## src/hw/rtl/i2cm_pkg.sv

```systemverilog
// package for the i2c master register access unit
// holds the request, phase and result types, function codes and fixed constants
// no dependencies
package i2cm_pkg;

  // function codes on the request port
  localparam logic [1:0] FuncTick  = 2'd0;
  localparam logic [1:0] FuncWrite = 2'd1;
  localparam logic [1:0] FuncRead  = 2'd2;

  // fixed sizes and defaults
  localparam logic [4:0]  MaxBurst     = 5'd16;
  localparam logic [3:0]  ByteBits     = 4'd8;
  localparam logic [15:0] TimeoutReset = 16'd1000;
  localparam logic [15:0] StretchMax   = 16'hFFFF;

  // request class decided by the front end
  typedef enum logic [1:0] {
    KIND_TICK,
    KIND_WRITE,
    KIND_READ,
    KIND_NONE
  } kind_e;

  // classified request as held in the queue
  typedef struct packed {
    kind_e      kind;
    logic [6:0] slv_addr;
    logic [7:0] reg_ptr;
    logic [7:0] write_data;
    logic [4:0] read_count;
    logic       scl_in;
    logic       sda_in;
  } item_t;

  // sequencer phases
  typedef enum logic [4:0] {
    PH_IDLE,
    PH_START_SDA,
    PH_START_SCL,
    PH_RESTART,
    ST_ADDR,
    ST_REG,
    ST_DATA,
    ST_STOP,
    ST_RESTART,
    ST_RADDR,
    ST_RBYTE,
    ST_RSTORE,
    PH_WBIT,
    PH_WCLKH,
    PH_WCLKL,
    PH_WGAP,
    PH_WNEXT,
    PH_AWAIT,
    PH_RBIT,
    PH_RWAIT,
    PH_RNEXT,
    PH_MCLKH,
    PH_MCLKL,
    PH_MGAP,
    PH_STOP1,
    PH_STOP2,
    PH_STOP3
  } phase_e;

  // result status travelling out of the back end
  typedef struct packed {
    logic       scl_drive;
    logic       sda_drive;
    logic       busy_res;
    logic [7:0] read_data;
    logic       read_valid;
    logic       read_last;
    logic       timeout_error;
  } result_t;

endpackage

```

## src/hw/rtl/i2c_master_register_access_unit.sv

```systemverilog
// top level of the i2c master register access unit
// depends on i2cm_pkg, i2cm_front, i2cm_queue and i2cm_back
//
// An i2c master that runs single register writes and burst register reads
// (one to sixteen bytes), one pin action per request: a command request
// starts a transaction, each tick request then moves the sequencer one step
// and every request yields exactly one result with the line drives, busy,
// any received byte and the sticky timeout flag. One request is taken per
// clock while the queue is not full; the front end classifies it into a two
// entry queue and the back end sequencer executes one queued request per
// clock while the output is not stalled, so each request passes a queue
// entry and then the output register. The timeout limit (reset 1000 ticks)
// is written over the configuration port, which is always ready.
module i2c_master_register_access_unit (
  input  logic        clk_i,
  input  logic        rst_ni,
  input  logic        cfg_valid_i,
  output logic        cfg_ready_o,
  input  logic [15:0] cfg_data_i,
  input  logic        in_valid_i,
  output logic        in_stall_o,
  input  logic [1:0]  func_i,
  input  logic [6:0]  slv_addr_i,
  input  logic [7:0]  reg_ptr_i,
  input  logic [7:0]  write_data_i,
  input  logic [4:0]  read_count_i,
  input  logic        scl_in_i,
  input  logic        sda_in_i,
  output logic        out_valid_o,
  input  logic        out_stall_i,
  output logic        scl_drive_o,
  output logic        sda_drive_o,
  output logic        busy_res_o,
  output logic [7:0]  read_data_o,
  output logic        read_valid_o,
  output logic        read_last_o,
  output logic        timeout_error_o
);
  import i2cm_pkg::*;

  logic [15:0] timeout_q;
  logic        q_full;
  logic        push;
  item_t       push_item;
  logic        pop;
  logic        q_valid;
  item_t       q_item;
  result_t     result;

  // timeout limit register
  assign cfg_ready_o = 1'b1;

  always_ff @(posedge clk_i or negedge rst_ni) begin
    if (!rst_ni) begin
      timeout_q <= TimeoutReset;
    end else if (cfg_valid_i && cfg_ready_o) begin
      timeout_q <= cfg_data_i;
    end
  end

  i2cm_front u_front (
    .in_valid_i    (in_valid_i),
    .in_stall_o    (in_stall_o),
    .func_i        (func_i),
    .slv_addr_i    (slv_addr_i),
    .reg_ptr_i     (reg_ptr_i),
    .write_data_i  (write_data_i),
    .read_count_i  (read_count_i),
    .scl_in_i      (scl_in_i),
    .sda_in_i      (sda_in_i),
    .q_full_i      (q_full),
    .push_o        (push),
    .push_item_o   (push_item)
  );

  i2cm_queue u_queue (
    .clk_i       (clk_i),
    .rst_ni      (rst_ni),
    .push_i      (push),
    .push_item_i (push_item),
    .full_o      (q_full),
    .pop_i       (pop),
    .valid_o     (q_valid),
    .pop_item_o  (q_item)
  );

  i2cm_back u_back (
    .clk_i           (clk_i),
    .rst_ni          (rst_ni),
    .timeout_limit_i (timeout_q),
    .q_valid_i       (q_valid),
    .q_item_i        (q_item),
    .pop_o           (pop),
    .out_valid_o     (out_valid_o),
    .out_stall_i     (out_stall_i),
    .result_o        (result)
  );

  assign scl_drive_o     = result.scl_drive;
  assign sda_drive_o     = result.sda_drive;
  assign busy_res_o      = result.busy_res;
  assign read_data_o     = result.read_data;
  assign read_valid_o    = result.read_valid;
  assign read_last_o     = result.read_last;
  assign timeout_error_o = result.timeout_error;

endmodule

```

## src/hw/rtl/i2cm_front.sv

```systemverilog
// front end: takes requests, decodes the function and clamps the burst length
// depends on i2cm_pkg
module i2cm_front (
  input  logic              in_valid_i,
  output logic              in_stall_o,
  input  logic [1:0]        func_i,
  input  logic [6:0]        slv_addr_i,
  input  logic [7:0]        reg_ptr_i,
  input  logic [7:0]        write_data_i,
  input  logic [4:0]        read_count_i,
  input  logic              scl_in_i,
  input  logic              sda_in_i,
  input  logic              q_full_i,
  output logic              push_o,
  output i2cm_pkg::item_t   push_item_o
);
  import i2cm_pkg::*;

  kind_e      kind;
  logic [4:0] count;

  // function decode, code three decodes to KIND_NONE and is queued as a no-op
  always_comb begin
    case (func_i)
      FuncTick:  kind = KIND_TICK;
      FuncWrite: kind = KIND_WRITE;
      FuncRead:  kind = KIND_READ;
      default:   kind = KIND_NONE;
    endcase
  end

  // zero length reads one byte, long bursts clamp to the maximum
  always_comb begin
    if (read_count_i == 5'd0) begin
      count = 5'd1;
    end else if (read_count_i > MaxBurst) begin
      count = MaxBurst;
    end else begin
      count = read_count_i;
    end
  end

  assign in_stall_o = q_full_i;
  assign push_o     = in_valid_i & ~q_full_i;

  assign push_item_o.kind        = kind;
  assign push_item_o.slv_addr    = slv_addr_i;
  assign push_item_o.reg_ptr     = reg_ptr_i;
  assign push_item_o.write_data  = write_data_i;
  assign push_item_o.read_count  = count;
  assign push_item_o.scl_in      = scl_in_i;
  assign push_item_o.sda_in      = sda_in_i;

endmodule

```

## src/hw/rtl/i2cm_queue.sv

```systemverilog
// two entry request queue between the front and back ends
// depends on i2cm_pkg
module i2cm_queue (
  input  logic            clk_i,
  input  logic            rst_ni,
  input  logic            push_i,
  input  i2cm_pkg::item_t push_item_i,
  output logic            full_o,
  input  logic            pop_i,
  output logic            valid_o,
  output i2cm_pkg::item_t pop_item_o
);
  import i2cm_pkg::*;

  item_t      mem_q [2];
  logic       wr_ptr_q, wr_ptr_d;
  logic       rd_ptr_q, rd_ptr_d;
  logic [1:0] count_q, count_d;

  assign full_o     = (count_q == 2'd2);
  assign valid_o    = (count_q != 2'd0);
  assign pop_item_o = mem_q[rd_ptr_q];

  // pointer and fill level update
  always_comb begin
    wr_ptr_d = push_i ? ~wr_ptr_q : wr_ptr_q;
    rd_ptr_d = pop_i  ? ~rd_ptr_q : rd_ptr_q;
    count_d  = count_q;
    if (push_i && !pop_i) begin
      count_d = count_q + 2'd1;
    end else if (!push_i && pop_i) begin
      count_d = count_q - 2'd1;
    end
  end

  always_ff @(posedge clk_i or negedge rst_ni) begin
    if (!rst_ni) begin
      wr_ptr_q <= 1'b0;
      rd_ptr_q <= 1'b0;
      count_q  <= 2'd0;
    end else begin
      wr_ptr_q <= wr_ptr_d;
      rd_ptr_q <= rd_ptr_d;
      count_q  <= count_d;
    end
  end

  // entry storage
  always_ff @(posedge clk_i) begin
    if (push_i) begin
      mem_q[wr_ptr_q] <= push_item_i;
    end
  end

endmodule

```

## src/hw/rtl/i2cm_back.sv

```systemverilog
// back end: i2c sequencer, one pin action per request, with output register
// depends on i2cm_pkg
module i2cm_back (
  input  logic              clk_i,
  input  logic              rst_ni,
  input  logic [15:0]       timeout_limit_i,
  input  logic              q_valid_i,
  input  i2cm_pkg::item_t   q_item_i,
  output logic              pop_o,
  output logic              out_valid_o,
  input  logic              out_stall_i,
  output i2cm_pkg::result_t result_o
);
  import i2cm_pkg::*;

  phase_e      phase_q, phase_d;
  phase_e      after_q, after_d;
  logic [3:0]  bit_cnt_q, bit_cnt_d;
  logic [7:0]  shift_out_q, shift_out_d;
  logic [7:0]  shift_in_q, shift_in_d;
  logic [4:0]  bytes_done_q, bytes_done_d;
  logic [4:0]  bytes_wanted_q, bytes_wanted_d;
  logic [15:0] stretch_q, stretch_d;
  logic        err_q, err_d;
  logic [6:0]  slave_q, slave_d;
  logic [7:0]  reg_addr_q, reg_addr_d;
  logic [7:0]  data_q, data_d;
  logic        is_read_q, is_read_d;
  logic        scl_q, scl_d;
  logic        sda_q, sda_d;
  logic        out_valid_q, out_valid_d;
  result_t     result_q, result_d;

  // clock stretch evaluation
  logic [15:0] st_inc1;
  logic [15:0] st_mid;
  logic [15:0] st_inc2;
  logic        st_wait;
  logic        st_err;
  // shared helpers
  logic [3:0]  bit_cnt_inc;
  logic [7:0]  shift_out_sh;
  logic [7:0]  shift_in_sh;
  logic [4:0]  bytes_done_inc;
  logic        last_next;
  logic        last_cur;

  assign pop_o       = q_valid_i & (~out_valid_q | ~out_stall_i);
  assign out_valid_o = out_valid_q;
  assign result_o    = result_q;

  // stretch wait: a low clock waits until the limit, then flags and moves on
  always_comb begin
    st_inc1 = (stretch_q == StretchMax) ? stretch_q : stretch_q + 16'd1;
    st_mid  = q_item_i.scl_in ? stretch_q : st_inc1;
    st_inc2 = (st_mid == StretchMax) ? st_mid : st_mid + 16'd1;
    st_wait = ~q_item_i.scl_in & (stretch_q < timeout_limit_i);
    st_err  = (st_mid >= timeout_limit_i);
  end

  always_comb begin
    bit_cnt_inc    = bit_cnt_q + 4'd1;
    shift_out_sh   = {shift_out_q[6:0], 1'b0};
    shift_in_sh    = {shift_in_q[6:0], 1'b0};
    bytes_done_inc = bytes_done_q + 5'd1;
    last_cur       = (({1'b0, bytes_done_q} + 6'd1) >= {1'b0, bytes_wanted_q});
    last_next      = (({1'b0, bytes_done_inc} + 6'd1) >= {1'b0, bytes_wanted_q});
  end

  // sequencer step
  always_comb begin
    phase_d        = phase_q;
    after_d        = after_q;
    bit_cnt_d      = bit_cnt_q;
    shift_out_d    = shift_out_q;
    shift_in_d     = shift_in_q;
    bytes_done_d   = bytes_done_q;
    bytes_wanted_d = bytes_wanted_q;
    stretch_d      = stretch_q;
    err_d          = err_q;
    slave_d        = slave_q;
    reg_addr_d     = reg_addr_q;
    data_d         = data_q;
    is_read_d      = is_read_q;
    scl_d          = scl_q;
    sda_d          = sda_q;
    result_d       = result_q;

    result_d.read_data  = 8'd0;
    result_d.read_valid = 1'b0;
    result_d.read_last  = 1'b0;

    case (q_item_i.kind)
      KIND_WRITE, KIND_READ: begin
        // a command starts a transaction only when idle
        if (phase_q == PH_IDLE) begin
          slave_d        = q_item_i.slv_addr;
          reg_addr_d     = q_item_i.reg_ptr;
          data_d         = q_item_i.write_data;
          is_read_d      = (q_item_i.kind == KIND_READ);
          bytes_wanted_d = q_item_i.read_count;
          bytes_done_d   = 5'd0;
          shift_in_d     = 8'd0;
          scl_d          = 1'b1;
          sda_d          = 1'b1;
          phase_d        = PH_START_SDA;
          after_d        = ST_ADDR;
        end
      end
      KIND_TICK: begin
        case (phase_q)
          PH_START_SDA: begin
            sda_d   = 1'b0;
            phase_d = PH_START_SCL;
          end
          PH_START_SCL: begin
            scl_d   = 1'b0;
            phase_d = after_q;
          end
          PH_RESTART: begin
            scl_d   = 1'b1;
            sda_d   = 1'b1;
            phase_d = PH_START_SDA;
          end
          ST_ADDR: begin
            shift_out_d = {slave_q, 1'b0};
            bit_cnt_d   = 4'd0;
            phase_d     = PH_WBIT;
            after_d     = ST_REG;
          end
          ST_REG: begin
            shift_out_d = reg_addr_q;
            bit_cnt_d   = 4'd0;
            phase_d     = PH_WBIT;
            after_d     = is_read_q ? ST_RESTART : ST_DATA;
          end
          ST_DATA: begin
            shift_out_d = data_q;
            bit_cnt_d   = 4'd0;
            phase_d     = PH_WBIT;
            after_d     = ST_STOP;
          end
          ST_STOP: begin
            phase_d = PH_STOP1;
            after_d = PH_IDLE;
          end
          ST_RESTART: begin
            phase_d = PH_RESTART;
            after_d = ST_RADDR;
          end
          ST_RADDR: begin
            shift_out_d = {slave_q, 1'b1};
            bit_cnt_d   = 4'd0;
            phase_d     = PH_WBIT;
            after_d     = ST_RBYTE;
          end
          ST_RBYTE: begin
            // master ack bit parked in the top of the shift register
            shift_out_d = last_cur ? 8'h80 : 8'h00;
            bit_cnt_d   = 4'd0;
            sda_d       = 1'b1;
            phase_d     = PH_RBIT;
            after_d     = ST_RSTORE;
          end
          ST_RSTORE: begin
            result_d.read_data  = shift_in_q;
            result_d.read_valid = 1'b1;
            bytes_done_d        = bytes_done_inc;
            if (bytes_done_inc >= bytes_wanted_q) begin
              result_d.read_last = 1'b1;
              phase_d            = PH_STOP1;
              after_d            = PH_IDLE;
            end else begin
              shift_in_d  = 8'd0;
              shift_out_d = last_next ? 8'h80 : 8'h00;
              bit_cnt_d   = 4'd0;
              sda_d       = 1'b1;
              phase_d     = PH_RBIT;
            end
          end
          PH_WBIT: begin
            sda_d   = shift_out_q[7];
            phase_d = PH_WCLKH;
          end
          PH_WCLKH: begin
            scl_d   = 1'b1;
            phase_d = PH_WCLKL;
          end
          PH_WCLKL: begin
            scl_d   = 1'b0;
            phase_d = PH_WGAP;
          end
          PH_WGAP: begin
            phase_d = PH_WNEXT;
          end
          PH_WNEXT: begin
            shift_out_d = shift_out_sh;
            bit_cnt_d   = bit_cnt_inc;
            if (bit_cnt_inc >= ByteBits) begin
              scl_d     = 1'b1;
              stretch_d = 16'd0;
              phase_d   = PH_AWAIT;
            end else begin
              sda_d   = shift_out_sh[7];
              phase_d = PH_WCLKH;
            end
          end
          PH_AWAIT: begin
            // slave ack clocked but not used
            if (st_wait) begin
              stretch_d = st_inc1;
            end else begin
              stretch_d = st_inc2;
              if (st_err) begin
                err_d = 1'b1;
              end
              scl_d   = 1'b0;
              phase_d = after_q;
            end
          end
          PH_RBIT: begin
            shift_in_d = shift_in_sh;
            scl_d      = 1'b1;
            stretch_d  = 16'd0;
            phase_d    = PH_RWAIT;
          end
          PH_RWAIT: begin
            if (st_wait) begin
              stretch_d = st_inc1;
            end else begin
              stretch_d = st_inc2;
              if (st_err) begin
                err_d = 1'b1;
              end
              shift_in_d = {shift_in_q[7:1], shift_in_q[0] | q_item_i.sda_in};
              scl_d      = 1'b0;
              phase_d    = PH_RNEXT;
            end
          end
          PH_RNEXT: begin
            bit_cnt_d = bit_cnt_inc;
            if (bit_cnt_inc >= ByteBits) begin
              sda_d   = shift_out_q[7];
              phase_d = PH_MCLKH;
            end else begin
              shift_in_d = shift_in_sh;
              scl_d      = 1'b1;
              stretch_d  = 16'd0;
              phase_d    = PH_RWAIT;
            end
          end
          PH_MCLKH: begin
            scl_d   = 1'b1;
            phase_d = PH_MCLKL;
          end
          PH_MCLKL: begin
            scl_d   = 1'b0;
            phase_d = PH_MGAP;
          end
          PH_MGAP: begin
            phase_d = after_q;
          end
          PH_STOP1: begin
            sda_d   = 1'b0;
            phase_d = PH_STOP2;
          end
          PH_STOP2: begin
            scl_d   = 1'b1;
            phase_d = PH_STOP3;
          end
          PH_STOP3: begin
            sda_d   = 1'b1;
            phase_d = PH_IDLE;
            after_d = PH_IDLE;
          end
          default: begin
            phase_d = PH_IDLE;
          end
        endcase
      end
      default: begin
        // unknown function code leaves everything as it is
      end
    endcase

    result_d.scl_drive     = scl_d;
    result_d.sda_drive     = sda_d;
    result_d.busy_res      = (phase_d != PH_IDLE);
    result_d.timeout_error = err_d;
  end

  // output register valid
  always_comb begin
    if (pop_o) begin
      out_valid_d = 1'b1;
    end else if (!out_stall_i) begin
      out_valid_d = 1'b0;
    end else begin
      out_valid_d = out_valid_q;
    end
  end

  // sequencer state, updated only on a popped request
  always_ff @(posedge clk_i or negedge rst_ni) begin
    if (!rst_ni) begin
      phase_q        <= PH_IDLE;
      after_q        <= PH_IDLE;
      bit_cnt_q      <= 4'd0;
      shift_out_q    <= 8'd0;
      shift_in_q     <= 8'd0;
      bytes_done_q   <= 5'd0;
      bytes_wanted_q <= 5'd0;
      stretch_q      <= 16'd0;
      err_q          <= 1'b0;
      slave_q        <= 7'd0;
      reg_addr_q     <= 8'd0;
      data_q         <= 8'd0;
      is_read_q      <= 1'b0;
      scl_q          <= 1'b1;
      sda_q          <= 1'b1;
    end else if (pop_o) begin
      phase_q        <= phase_d;
      after_q        <= after_d;
      bit_cnt_q      <= bit_cnt_d;
      shift_out_q    <= shift_out_d;
      shift_in_q     <= shift_in_d;
      bytes_done_q   <= bytes_done_d;
      bytes_wanted_q <= bytes_wanted_d;
      stretch_q      <= stretch_d;
      err_q          <= err_d;
      slave_q        <= slave_d;
      reg_addr_q     <= reg_addr_d;
      data_q         <= data_d;
      is_read_q      <= is_read_d;
      scl_q          <= scl_d;
      sda_q          <= sda_d;
    end
  end

  always_ff @(posedge clk_i or negedge rst_ni) begin
    if (!rst_ni) begin
      out_valid_q <= 1'b0;
    end else begin
      out_valid_q <= out_valid_d;
    end
  end

  // result payload
  always_ff @(posedge clk_i) begin
    if (pop_o) begin
      result_q <= result_d;
    end
  end

endmodule
```

## config.mk

```make
export PLATFORM = sky130hd
export DESIGN_NAME = i2c_master_register_access_unit
export DESIGN_NICKNAME = d
export VERILOG_FILES = /design/src/hw/rtl/i2cm_pkg.sv /design/src/hw/rtl/i2c_master_register_access_unit.sv /design/src/hw/rtl/i2cm_front.sv /design/src/hw/rtl/i2cm_queue.sv /design/src/hw/rtl/i2cm_back.sv
export SDC_FILE = /design/constraint.sdc
export NUM_CORES = 1
export LEC_CHECK = 0
export ABC_AREA = 0
export BUFFER_PORTS_ARGS = -buffer_cell sky130_fd_sc_hd__buf_2
export CAP_MARGIN = 25
export CORE_MARGIN = 4
export CORE_UTILIZATION = 50
export DETAILED_ROUTE_END_ITERATION = 7
export PLACE_DENSITY = 0.73
export SLEW_MARGIN = 20
export SYNTH_ARGS = -nofsm -noshare
export SYNTH_HDL_FRONTEND = slang
export SYNTH_HIERARCHICAL = 1
export SYNTH_SLANG_ARGS = --single-unit
```

## constraint.sdc

```tcl
create_clock -name clk_i -period 6.7 [get_ports clk_i]
set_input_delay 0 -clock clk_i [delete_from_list [all_inputs] [get_ports clk_i]]
set_output_delay 0 -clock clk_i [all_outputs]
set_load 0.005 [all_outputs]
```

==> results of run 1 <==
[metrics by stage]
step / power, mW / utilization [%] / setup slack, ns / instances
finish: 4.091 / 57.34 / 2.329 / 1408
global route: 4.336 / 57.34 / 2.197 / 1408
CTS: 4.106 / 57.34 / 2.496 / 1408
detailed placement: 2.983 / 52.05 / 2.548 / 1325
global placement: 2.938 / 51.99 / 2.578 / 1323
floorplan: 2.673 / - / 3.241 / 1054
[final timing paths]
kind,to,slack [ns],cells past startpoint
hold reg to reg,u_queue/count_q[1]$_DFFE_PN0P_,0.48,1
setup reg to reg,u_back/stretch_q[0]$_DFFE_PN0P_,2.33,13
min in group asynchronous,u_back/stretch_q[1]$_DFFE_PN0P_,0.04,2
max in group asynchronous,u_queue/rd_ptr_q$_DFFE_PN0P_,5.33,3
hold / removal,u_queue/wr_ptr_q$_DFFE_PN0P_,0.02,3
setup / recovery,u_back/stretch_q[0]$_DFFE_PN0P_,2.33,13
[cell families (layout without fill, tap and decap cells)]
| kind of cell | Yosys count | after routing | share of synthesized area, % |
|---|---|---|---|
| flops | 181 | 181 | 44.40 |
| other cells | 1 | 1 | 0.03377 |
| simple gates | 322 | 322 | 15.49 |
| fa+ha+maj | 51 | 51 | 5.747 |
| mux | 101 | 101 | 11.48 |
| compound gates | 239 | 239 | 14.46 |
| buf+inv | 132 | 206 | 6.254 |
| xor+xnor | 27 | 27 | 2.130 |
[cell usage after synthesis (35+ instances only)]
master	number	area share, %
sky130_fd_sc_hd__ha_1	51	5.7
sky130_fd_sc_hd__clkbuf_1	44	1.5
sky130_fd_sc_hd__a21oi_1	49	2.2
sky130_fd_sc_hd__o21ai_0	56	2.5
sky130_fd_sc_hd__mux2_4	39	5.3
sky130_fd_sc_hd__nand3_1	35	1.6
sky130_fd_sc_hd__inv_1	40	1.4
sky130_fd_sc_hd__dfrtp_1	95	21
sky130_fd_sc_hd__mux2_2	54	5.5
sky130_fd_sc_hd__edfxtp_1	78	21
sky130_fd_sc_hd__nand2_1	83	2.8
sky130_fd_sc_hd__nor2_1	74	2.5
[routing by layer]
metal / up-vias / track usage, % / routed length (um) / share of wire, %
met5: - / 0 / 0 / 0
met4: 0 / 7.497 / 762 / 2.8
li1: 3972 / - / - / -
met3: 74 / 4.262 / 1868 / 6.9
met1: 4051 / 30.47 / 11680 / 43
met2: 374 / 36.49 / 12720 / 47
[critical path: cells and delay by family (launching register included)]
kind | cells | cell delay (ns)
AOI/OAI and AO/OA | 1 | 0.27
adders and majority gates | 2 | 0.61
DFF | 1 | 0.55
muxes | 1 | 0.23
and+or+nand+nor | 9 | 2.60
[cell type report]
class	instances	area [sq um]	area share, %
clock buffer	18	439.2	3.509
inverter	42	157.7	1.260
timing repair buffer	132	948.4	7.578
multi-input combinational	741	5482	43.80
tap	280	350.3	2.799
sequential	181	4931	39.40
clock inverter	14	206.4	1.650
[state kept, by name, summed over array words and instances (netlist names), 5 cells and up]
signal,flops
timeout_q,16
u_back/bytes_done_q,5
u_back/bytes_wanted_q,5
u_back/data_q,8
u_back/phase_q,5
u_back/reg_addr_q,8
u_back/result_o,14
u_back/shift_in_q,8
u_back/shift_out_q,8
u_back/slave_q,7
u_back/stretch_q,16
u_queue/mem_q,64
[power by group]
group / internal, mW / leakage, nW / switching, mW
Sequential: 1.48 / 2.03 / 0.140
Clock: 0.591 / 0.318 / 0.507
Combinational: 0.627 / 3.09 / 0.751
==> results_tabular.tex, run 1 <==
\begin{tabular}{lr}
\hline
Metric & Value \\
\hline
\multicolumn{2}{l}{\textbf{Placed design}} \\
Routability cong. & 0.9871 \\
I/O Buffers & 68 \\
Post-DP Area & 11360 sq um \\
DP HPWL & 17990 um \\
\multicolumn{2}{l}{\textbf{Routing}} \\
Residual DRC & 0 \\
Final antenna-violating net count & 0 \\
Via Count & 8471 \\
Wire length after detailed routing & 27040 um \\
Routed length per instance & 19.20 um \\
Drt first pass iters & 6 \\
Number of design-rule violations left by the first detailed-router iteration & 944 \\
Number of vias per cell & 6.016 \\
\multicolumn{2}{l}{\textbf{Synthesis}} \\
FF+latch count, synth & 181 \\
Cell area after technology mapping & 11100 sq um \\
Warnings, synthesis & 6 \\
Portion of the post-synthesis area used by sequential elements & 44.40\% \\
Number of enable flip-flop cells after synthesis & 78 \\
Fraction of registers with async set/reset & 56.91\% \\
Synth Instances & 1054 \\
Number of nets in the synthesized netlist & 1158 \\
Synth unique cells & 83 \\
Main flop type after synthesis & sky130\_fd\_sc\_hd\_\_dfrtp\_1 \\
Mean instance size in the synthesized netlist & 10.53 sq um \\
\multicolumn{2}{l}{\textbf{STA}} \\
Post-route clock period utilization & 65.23\% \\
Clock skew & 0.005034 ns \\
Post-route minimum period & 4.371 ns \\
Setup repair after global routing missed its margin & no \\
Final hold vios & 0 \\
Highest clock frequency the design can meet & 228.8 MHz \\
Least-Margin Pin Slew & 0.9898 ns \\
Final-layout setup total negative slack & 0 ns \\
Final count of negative-setup-slack endpoints & 0 \\
Slew Viols, Final & 0 \\
Remaining max-slew budget at the tightest pin & 34.01\% \\
Final hold slack & 0.02388 ns \\
\multicolumn{2}{l}{\textbf{Global routing}} \\
Maximum number of pins on one net before global-route repair & 73 \\
Antenna violations before repair & 0 \\
First-pass GRT wire length & 44220 um \\
Number of global-route vias before repair & 8400 \\
Total congestion overflow & 0 \\
Global Route Usage Sum & 22.44\% \\
\multicolumn{2}{l}{\textbf{Floorplan}} \\
Top-Level Pins & 70 \\
Placeable core region & 21820 sq um \\
Die W & 157.0 um \\
Die Y-Extent & 157.0 um \\
Initial core utilization & 50.88\% \\
Cell row count & 54 \\
Die area & 24650 sq um \\
\multicolumn{2}{l}{\textbf{Worst setup path}} \\
CP Capture Type & flop \\
Origin of the worst setup path & u\_back/stretch\_q[0]\$\_DFFE\_PN0P\_ \\
Launching point of the worst reg2reg path & u\_back/stretch\_q[0]\$\_DFFE\_PN0P\_ \\
Peak fanout along the critical path & 12 \\
Crit path required time & 7.03 ns \\
Cell type of the slowest stage on the worst timing path & sky130\_fd\_sc\_hd\_\_or4\_1 \\
Arrival @ worst endpoint & 4.70 ns \\
Maximum single-stage delay on the critical path & 0.61 ns \\
Worst Setup Path Type & reg -> reg \\
Startpoint type of the worst setup path & flop \\
List of cells traversed by the critical path & ha\_1, nand4\_1, or4\_1, nand2\_1, mux2\_2, ha\_1, nand2\_1, or4\_4, nor4\_4, nand2\_2, nor3\_2, nor3\_1, o311ai\_1 \\
\multicolumn{2}{l}{\textbf{Clock network}} \\
Clock latency of the later-clocked register in the worst-skew pair & 0.44 ns \\
Clock-pin slew on the worst setup and hold paths & 0.07 ns \\
TritonCTS sink count & 181 \\
Maximum clock insertion buffer count & 2 \\
Post-cts repair resize count & 0 \\
CTS H-Tree Depth & 4 \\
Clock Tree Root & sky130\_fd\_sc\_hd\_\_clkbuf\_16 \\
CTS tree & built \\
Setup Fix Bufs, Post-CTS & 0 \\
Total CTS buffers & 17 \\
Hold-fix buffers at CTS & 51 \\
\multicolumn{2}{l}{\textbf{Finish}} \\
Area Growth Syn to Fin & 12.71\% \\
Commonest non-fill, non-tap cell in the layout & sky130\_fd\_sc\_hd\_\_dfrtp\_1 \\
Filler cells & 1801 \\
Most frequent cells in the layout & sky130\_fd\_sc\_hd\_\_dfrtp\_1 (94), sky130\_fd\_sc\_hd\_\_nand2\_1 (83), sky130\_fd\_sc\_hd\_\_edfxtp\_1 (78) \\
Number of nets in the finished design & 1219 \\
\# diodes & 0 \\
Share of final-layout standard cells stronger than drive strength 1 & 21.10\% \\
Summed area of non-filler cells in the final layout & 12510 sq um \\
\multicolumn{2}{l}{\textbf{Job}} \\
Max-cap violations & 0 \\
\multicolumn{2}{l}{\textbf{Pwr}} \\
Total power divided by cell area & 326.9 nW/um\^{}2 \\
Peak supply drop & 211.0 uV \\
Leakage power of the design & 5.441 nW \\
\multicolumn{2}{l}{\textbf{Worst hold path}} \\
Worst hold path type & in -> reg \\
Worst hold start & in\_valid\_i \\
\multicolumn{2}{l}{\textbf{Status}} \\
Outcome & complete, no violations \\
\hline
\end{tabular}
Note: power is estimated with default switching activity, not from simulation.
==> inputs of run 2 (changes only) <==
- clock period: 6.7 -> 4.55 ns (I/O delays scaled with it)
==> run 2 against run 1 <==
Wire length up 1.1%; clock skew up 0.0097 ns; hold slack better by 0.066 ns; via count up 1.4%; clock power is 45% higher; critical endpoint unchanged; register-to-register slack got worse by 1.9 ns; critical path type unchanged; worst setup slack got worse by 1.9 ns; sequential cell count unchanged.
==> results_tabular.tex, run 2 (synthesis gave the netlist of run 1 again) <==
\begin{tabular}{lr}
\hline
Metric & Value \\
\hline
\multicolumn{2}{l}{\textbf{STA}} \\
Post-route clock period utilization & 90.63\% (was 65.23\%) \\
Slew Viols, Final & 0 (unchanged) \\
Final-layout setup total negative slack & 0 ns (unchanged) \\
Highest clock frequency the design can meet & 242.5 MHz (was 228.8 MHz) \\
Setup repair after global routing missed its margin & no (unchanged) \\
Clock skew & 0.01477 ns (was 0.005034 ns) \\
Least-Margin Pin Slew & 0.8995 ns (was 0.9898 ns) \\
Final count of negative-setup-slack endpoints & 0 (unchanged) \\
Remaining max-slew budget at the tightest pin & 39.83\% (was 34.01\%) \\
Post-route minimum period & 4.124 ns (was 4.371 ns) \\
Final hold vios & 0 (unchanged) \\
\multicolumn{2}{l}{\textbf{Clock network}} \\
Clock-pin slew on the worst setup and hold paths & 0.07 ns (about the same) \\
CTS H-Tree Depth & 4 (unchanged) \\
Setup Fix Bufs, Post-CTS & 0 (unchanged) \\
Clock Tree Root & sky130\_fd\_sc\_hd\_\_clkbuf\_16 (unchanged) \\
CTS tree & built (unchanged) \\
Clock latency of the later-clocked register in the worst-skew pair & 0.44 ns (about the same) \\
Total CTS buffers & 17 (unchanged) \\
TritonCTS sink count & 181 (unchanged) \\
Maximum clock insertion buffer count & 2 (unchanged) \\
\multicolumn{2}{l}{\textbf{Routing}} \\
Wire length after detailed routing & 27320 um (was 27040 um) \\
Routed length per instance & 19.23 um (was 19.20 um) \\
Via Count & 8591 (was 8471) \\
Final antenna-violating net count & 0 (unchanged) \\
Number of vias per cell & 6.046 (was 6.016) \\
Drt first pass iters & 6 (unchanged) \\
Residual DRC & 0 (unchanged) \\
Number of design-rule violations left by the first detailed-router iteration & 808 (was 944) \\
\multicolumn{2}{l}{\textbf{Worst setup path}} \\
Cell type of the slowest stage on the worst timing path & sky130\_fd\_sc\_hd\_\_or4\_1 (unchanged) \\
Launching point of the worst reg2reg path & u\_back/stretch\_q[0]\$\_DFFE\_PN0P\_ (unchanged) \\
Worst Reg2Reg Path Length in Cells & 13 (unchanged) \\
Worst setup slack for register-to-register paths & 0.43 ns (was 2.33 ns) \\
Largest delay contributor family on the critical path & simple AND/OR/NAND/NOR gates (unchanged) \\
List of cells traversed by the critical path & ha\_2, nand4\_1, or4\_1, nand2\_1, mux2\_2, ha\_1, nand2\_1, or4\_4, nor4\_4, nand2\_2, nor3\_2, nor3\_1, o311ai\_1 (was ha\_1, nand4\_1, or4\_1, nand2\_1, mux2\_2, ha\_1, nand2\_1, or4\_4, nor4\_4, nand2\_2, nor3\_2, nor3\_1, o311ai\_1) \\
Startpoint type of the worst setup path & flop (unchanged) \\
Most common cell type on the critical path & sky130\_fd\_sc\_hd\_\_nand2\_1 \\
Worst Setup Path Type & reg -> reg (unchanged) \\
CP Capture Type & flop (unchanged) \\
Arrival @ worst endpoint & 4.45 ns (was 4.70 ns) \\
Maximum single-stage delay on the critical path & 0.58 ns (was 0.61 ns) \\
Number of buffers and inverters on the critical path & 0 (unchanged) \\
Terminus of the critical flop-to-flop path & u\_back/stretch\_q[0]\$\_DFFE\_PN0P\_ (unchanged) \\
Peak fanout along the critical path & 12 (unchanged) \\
Crit path required time & 4.87 ns (was 7.03 ns) \\
\multicolumn{2}{l}{\textbf{Pwr}} \\
Leakage power of the design & 5.503 nW (was 5.441 nW) \\
Total power divided by cell area & 480.6 nW/um\^{}2 (was 326.9 nW/um\^{}2) \\
Peak supply drop & 332.8 uV (was 211.0 uV) \\
\multicolumn{2}{l}{\textbf{Floorplan}} \\
Die Y-Extent & 157.0 um (unchanged) \\
Initial core utilization & 50.88\% (unchanged) \\
Cell row count & 54 (unchanged) \\
Die area & 24650 sq um (unchanged) \\
Placeable core region & 21820 sq um (unchanged) \\
Top-Level Pins & 70 (unchanged) \\
Die W & 157.0 um (unchanged) \\
\multicolumn{2}{l}{\textbf{Finish}} \\
Area Growth Syn to Fin & 13.75\% (was 12.71\%) \\
Number of nets in the finished design & 1232 (was 1219) \\
\# diodes & 0 (unchanged) \\
Utilization after layout & 57.87\% (was 57.34\%) \\
Commonest non-fill, non-tap cell in the layout & sky130\_fd\_sc\_hd\_\_dfrtp\_1 (unchanged) \\
Share of final-layout standard cells stronger than drive strength 1 & 21.91\% (was 21.10\%) \\
Most frequent cells in the layout & sky130\_fd\_sc\_hd\_\_dfrtp\_1 (94), sky130\_fd\_sc\_hd\_\_nand2\_1 (83), sky130\_fd\_sc\_hd\_\_edfxtp\_1 (78) (unchanged) \\
Register containing the most flip-flops in the final layout & u\_queue/mem\_q (unchanged) \\
Flip-flop count of the largest register, all copies and words added & 64 (unchanged) \\
Largest registers & u\_queue/mem\_q x64, timeout\_q x16, u\_back/stretch\_q x16 (unchanged) \\
\multicolumn{2}{l}{\textbf{Job}} \\
Max-cap violations & 0 (unchanged) \\
\multicolumn{2}{l}{\textbf{Worst hold path}} \\
Worst hold path type & in -> async (was in -> reg) \\
\multicolumn{2}{l}{\textbf{Global routing}} \\
Global Route Usage Sum & 22.58\% (was 22.44\%) \\
Total congestion overflow & 0 (unchanged) \\
First-pass GRT wire length & 44260 um (was 44220 um) \\
Antenna violations before repair & 0 (unchanged) \\
Maximum number of pins on one net before global-route repair & 73 (unchanged) \\
Number of global-route vias before repair & 8490 (was 8400) \\
\multicolumn{2}{l}{\textbf{Status}} \\
Outcome & complete, no violations (unchanged) \\
\multicolumn{2}{l}{\textbf{Placed design}} \\
DP HPWL & 18320 um (was 17990 um) \\
Routability cong. & 0.9663 (was 0.9871) \\
I/O Buffers & 68 (unchanged) \\
\hline
\end{tabular}
-- run 2: timing repair --
action,CTS,global route
hold buffers,52,0
hold endpoints to repair,147,0
gates resized for setup,0,1
endpoints found under the setup margin,0,1
-- run 2: per-stage QoR --
step	power, mW	cell area, sq um	worst slack (ns)	cells	hold WS, ns
finish	6.069	12630	0.4264	1421	0.08956
CTS	6.085	12610	0.3645	1420	0.07587
detailed placement	4.441	11440	0.4063	1336	0.1914
global route	6.389	12630	0.1529	1421	0.1089
floorplan	3.936	11100	1.091	1054	-0.2956
global placement	4.378	11440	0.5255	1336	0.1880
-- run 2: metal layers --
layer | vias to the layer above | GRT usage, % | routed length, um
li1 | 4002 | - | -
met1 | 4149 | 30.39 | 11670
met2 | 378 | 36.69 | 12910
met3 | 62 | 3.712 | 1914
met4 | 0 | 9.095 | 828
met5 | - | 0 | 0
-- run 2: power breakdown --
part	switching [mW]	internal, mW
combinational	1.14	0.933
clock	0.708	0.893
sequential	0.217	2.18
-- run 2: layout make-up --
cell class	count	area [sq um]
fill	1800	9194
multi-input combinational	741	5484
sequential	181	4931
timing repair buffer	145	1064
clock buffer	17	425.4
tap	280	350.3
clock inverter	15	217.7
inverter	42	157.7
-- run 2: worst max-delay path by stage --
stage,slack [ns],depth (start not counted),end,start
after floorplan,1.09,14,u_back/stretch_q[0]$_DFFE_PN0P_,u_back/stretch_q[1]$_DFFE_PN0P_
after global placement,0.53,13,u_back/stretch_q[0]$_DFFE_PN0P_,u_back/stretch_q[0]$_DFFE_PN0P_
after detailed placement,0.41,13,u_back/stretch_q[0]$_DFFE_PN0P_,u_back/stretch_q[0]$_DFFE_PN0P_
after CTS,0.36,13,u_back/stretch_q[0]$_DFFE_PN0P_,u_back/stretch_q[0]$_DFFE_PN0P_
after global routing,0.15,13,u_back/stretch_q[0]$_DFFE_PN0P_,u_back/stretch_q[0]$_DFFE_PN0P_
final,0.43,13,u_back/stretch_q[0]$_DFFE_PN0P_,u_back/stretch_q[0]$_DFFE_PN0P_
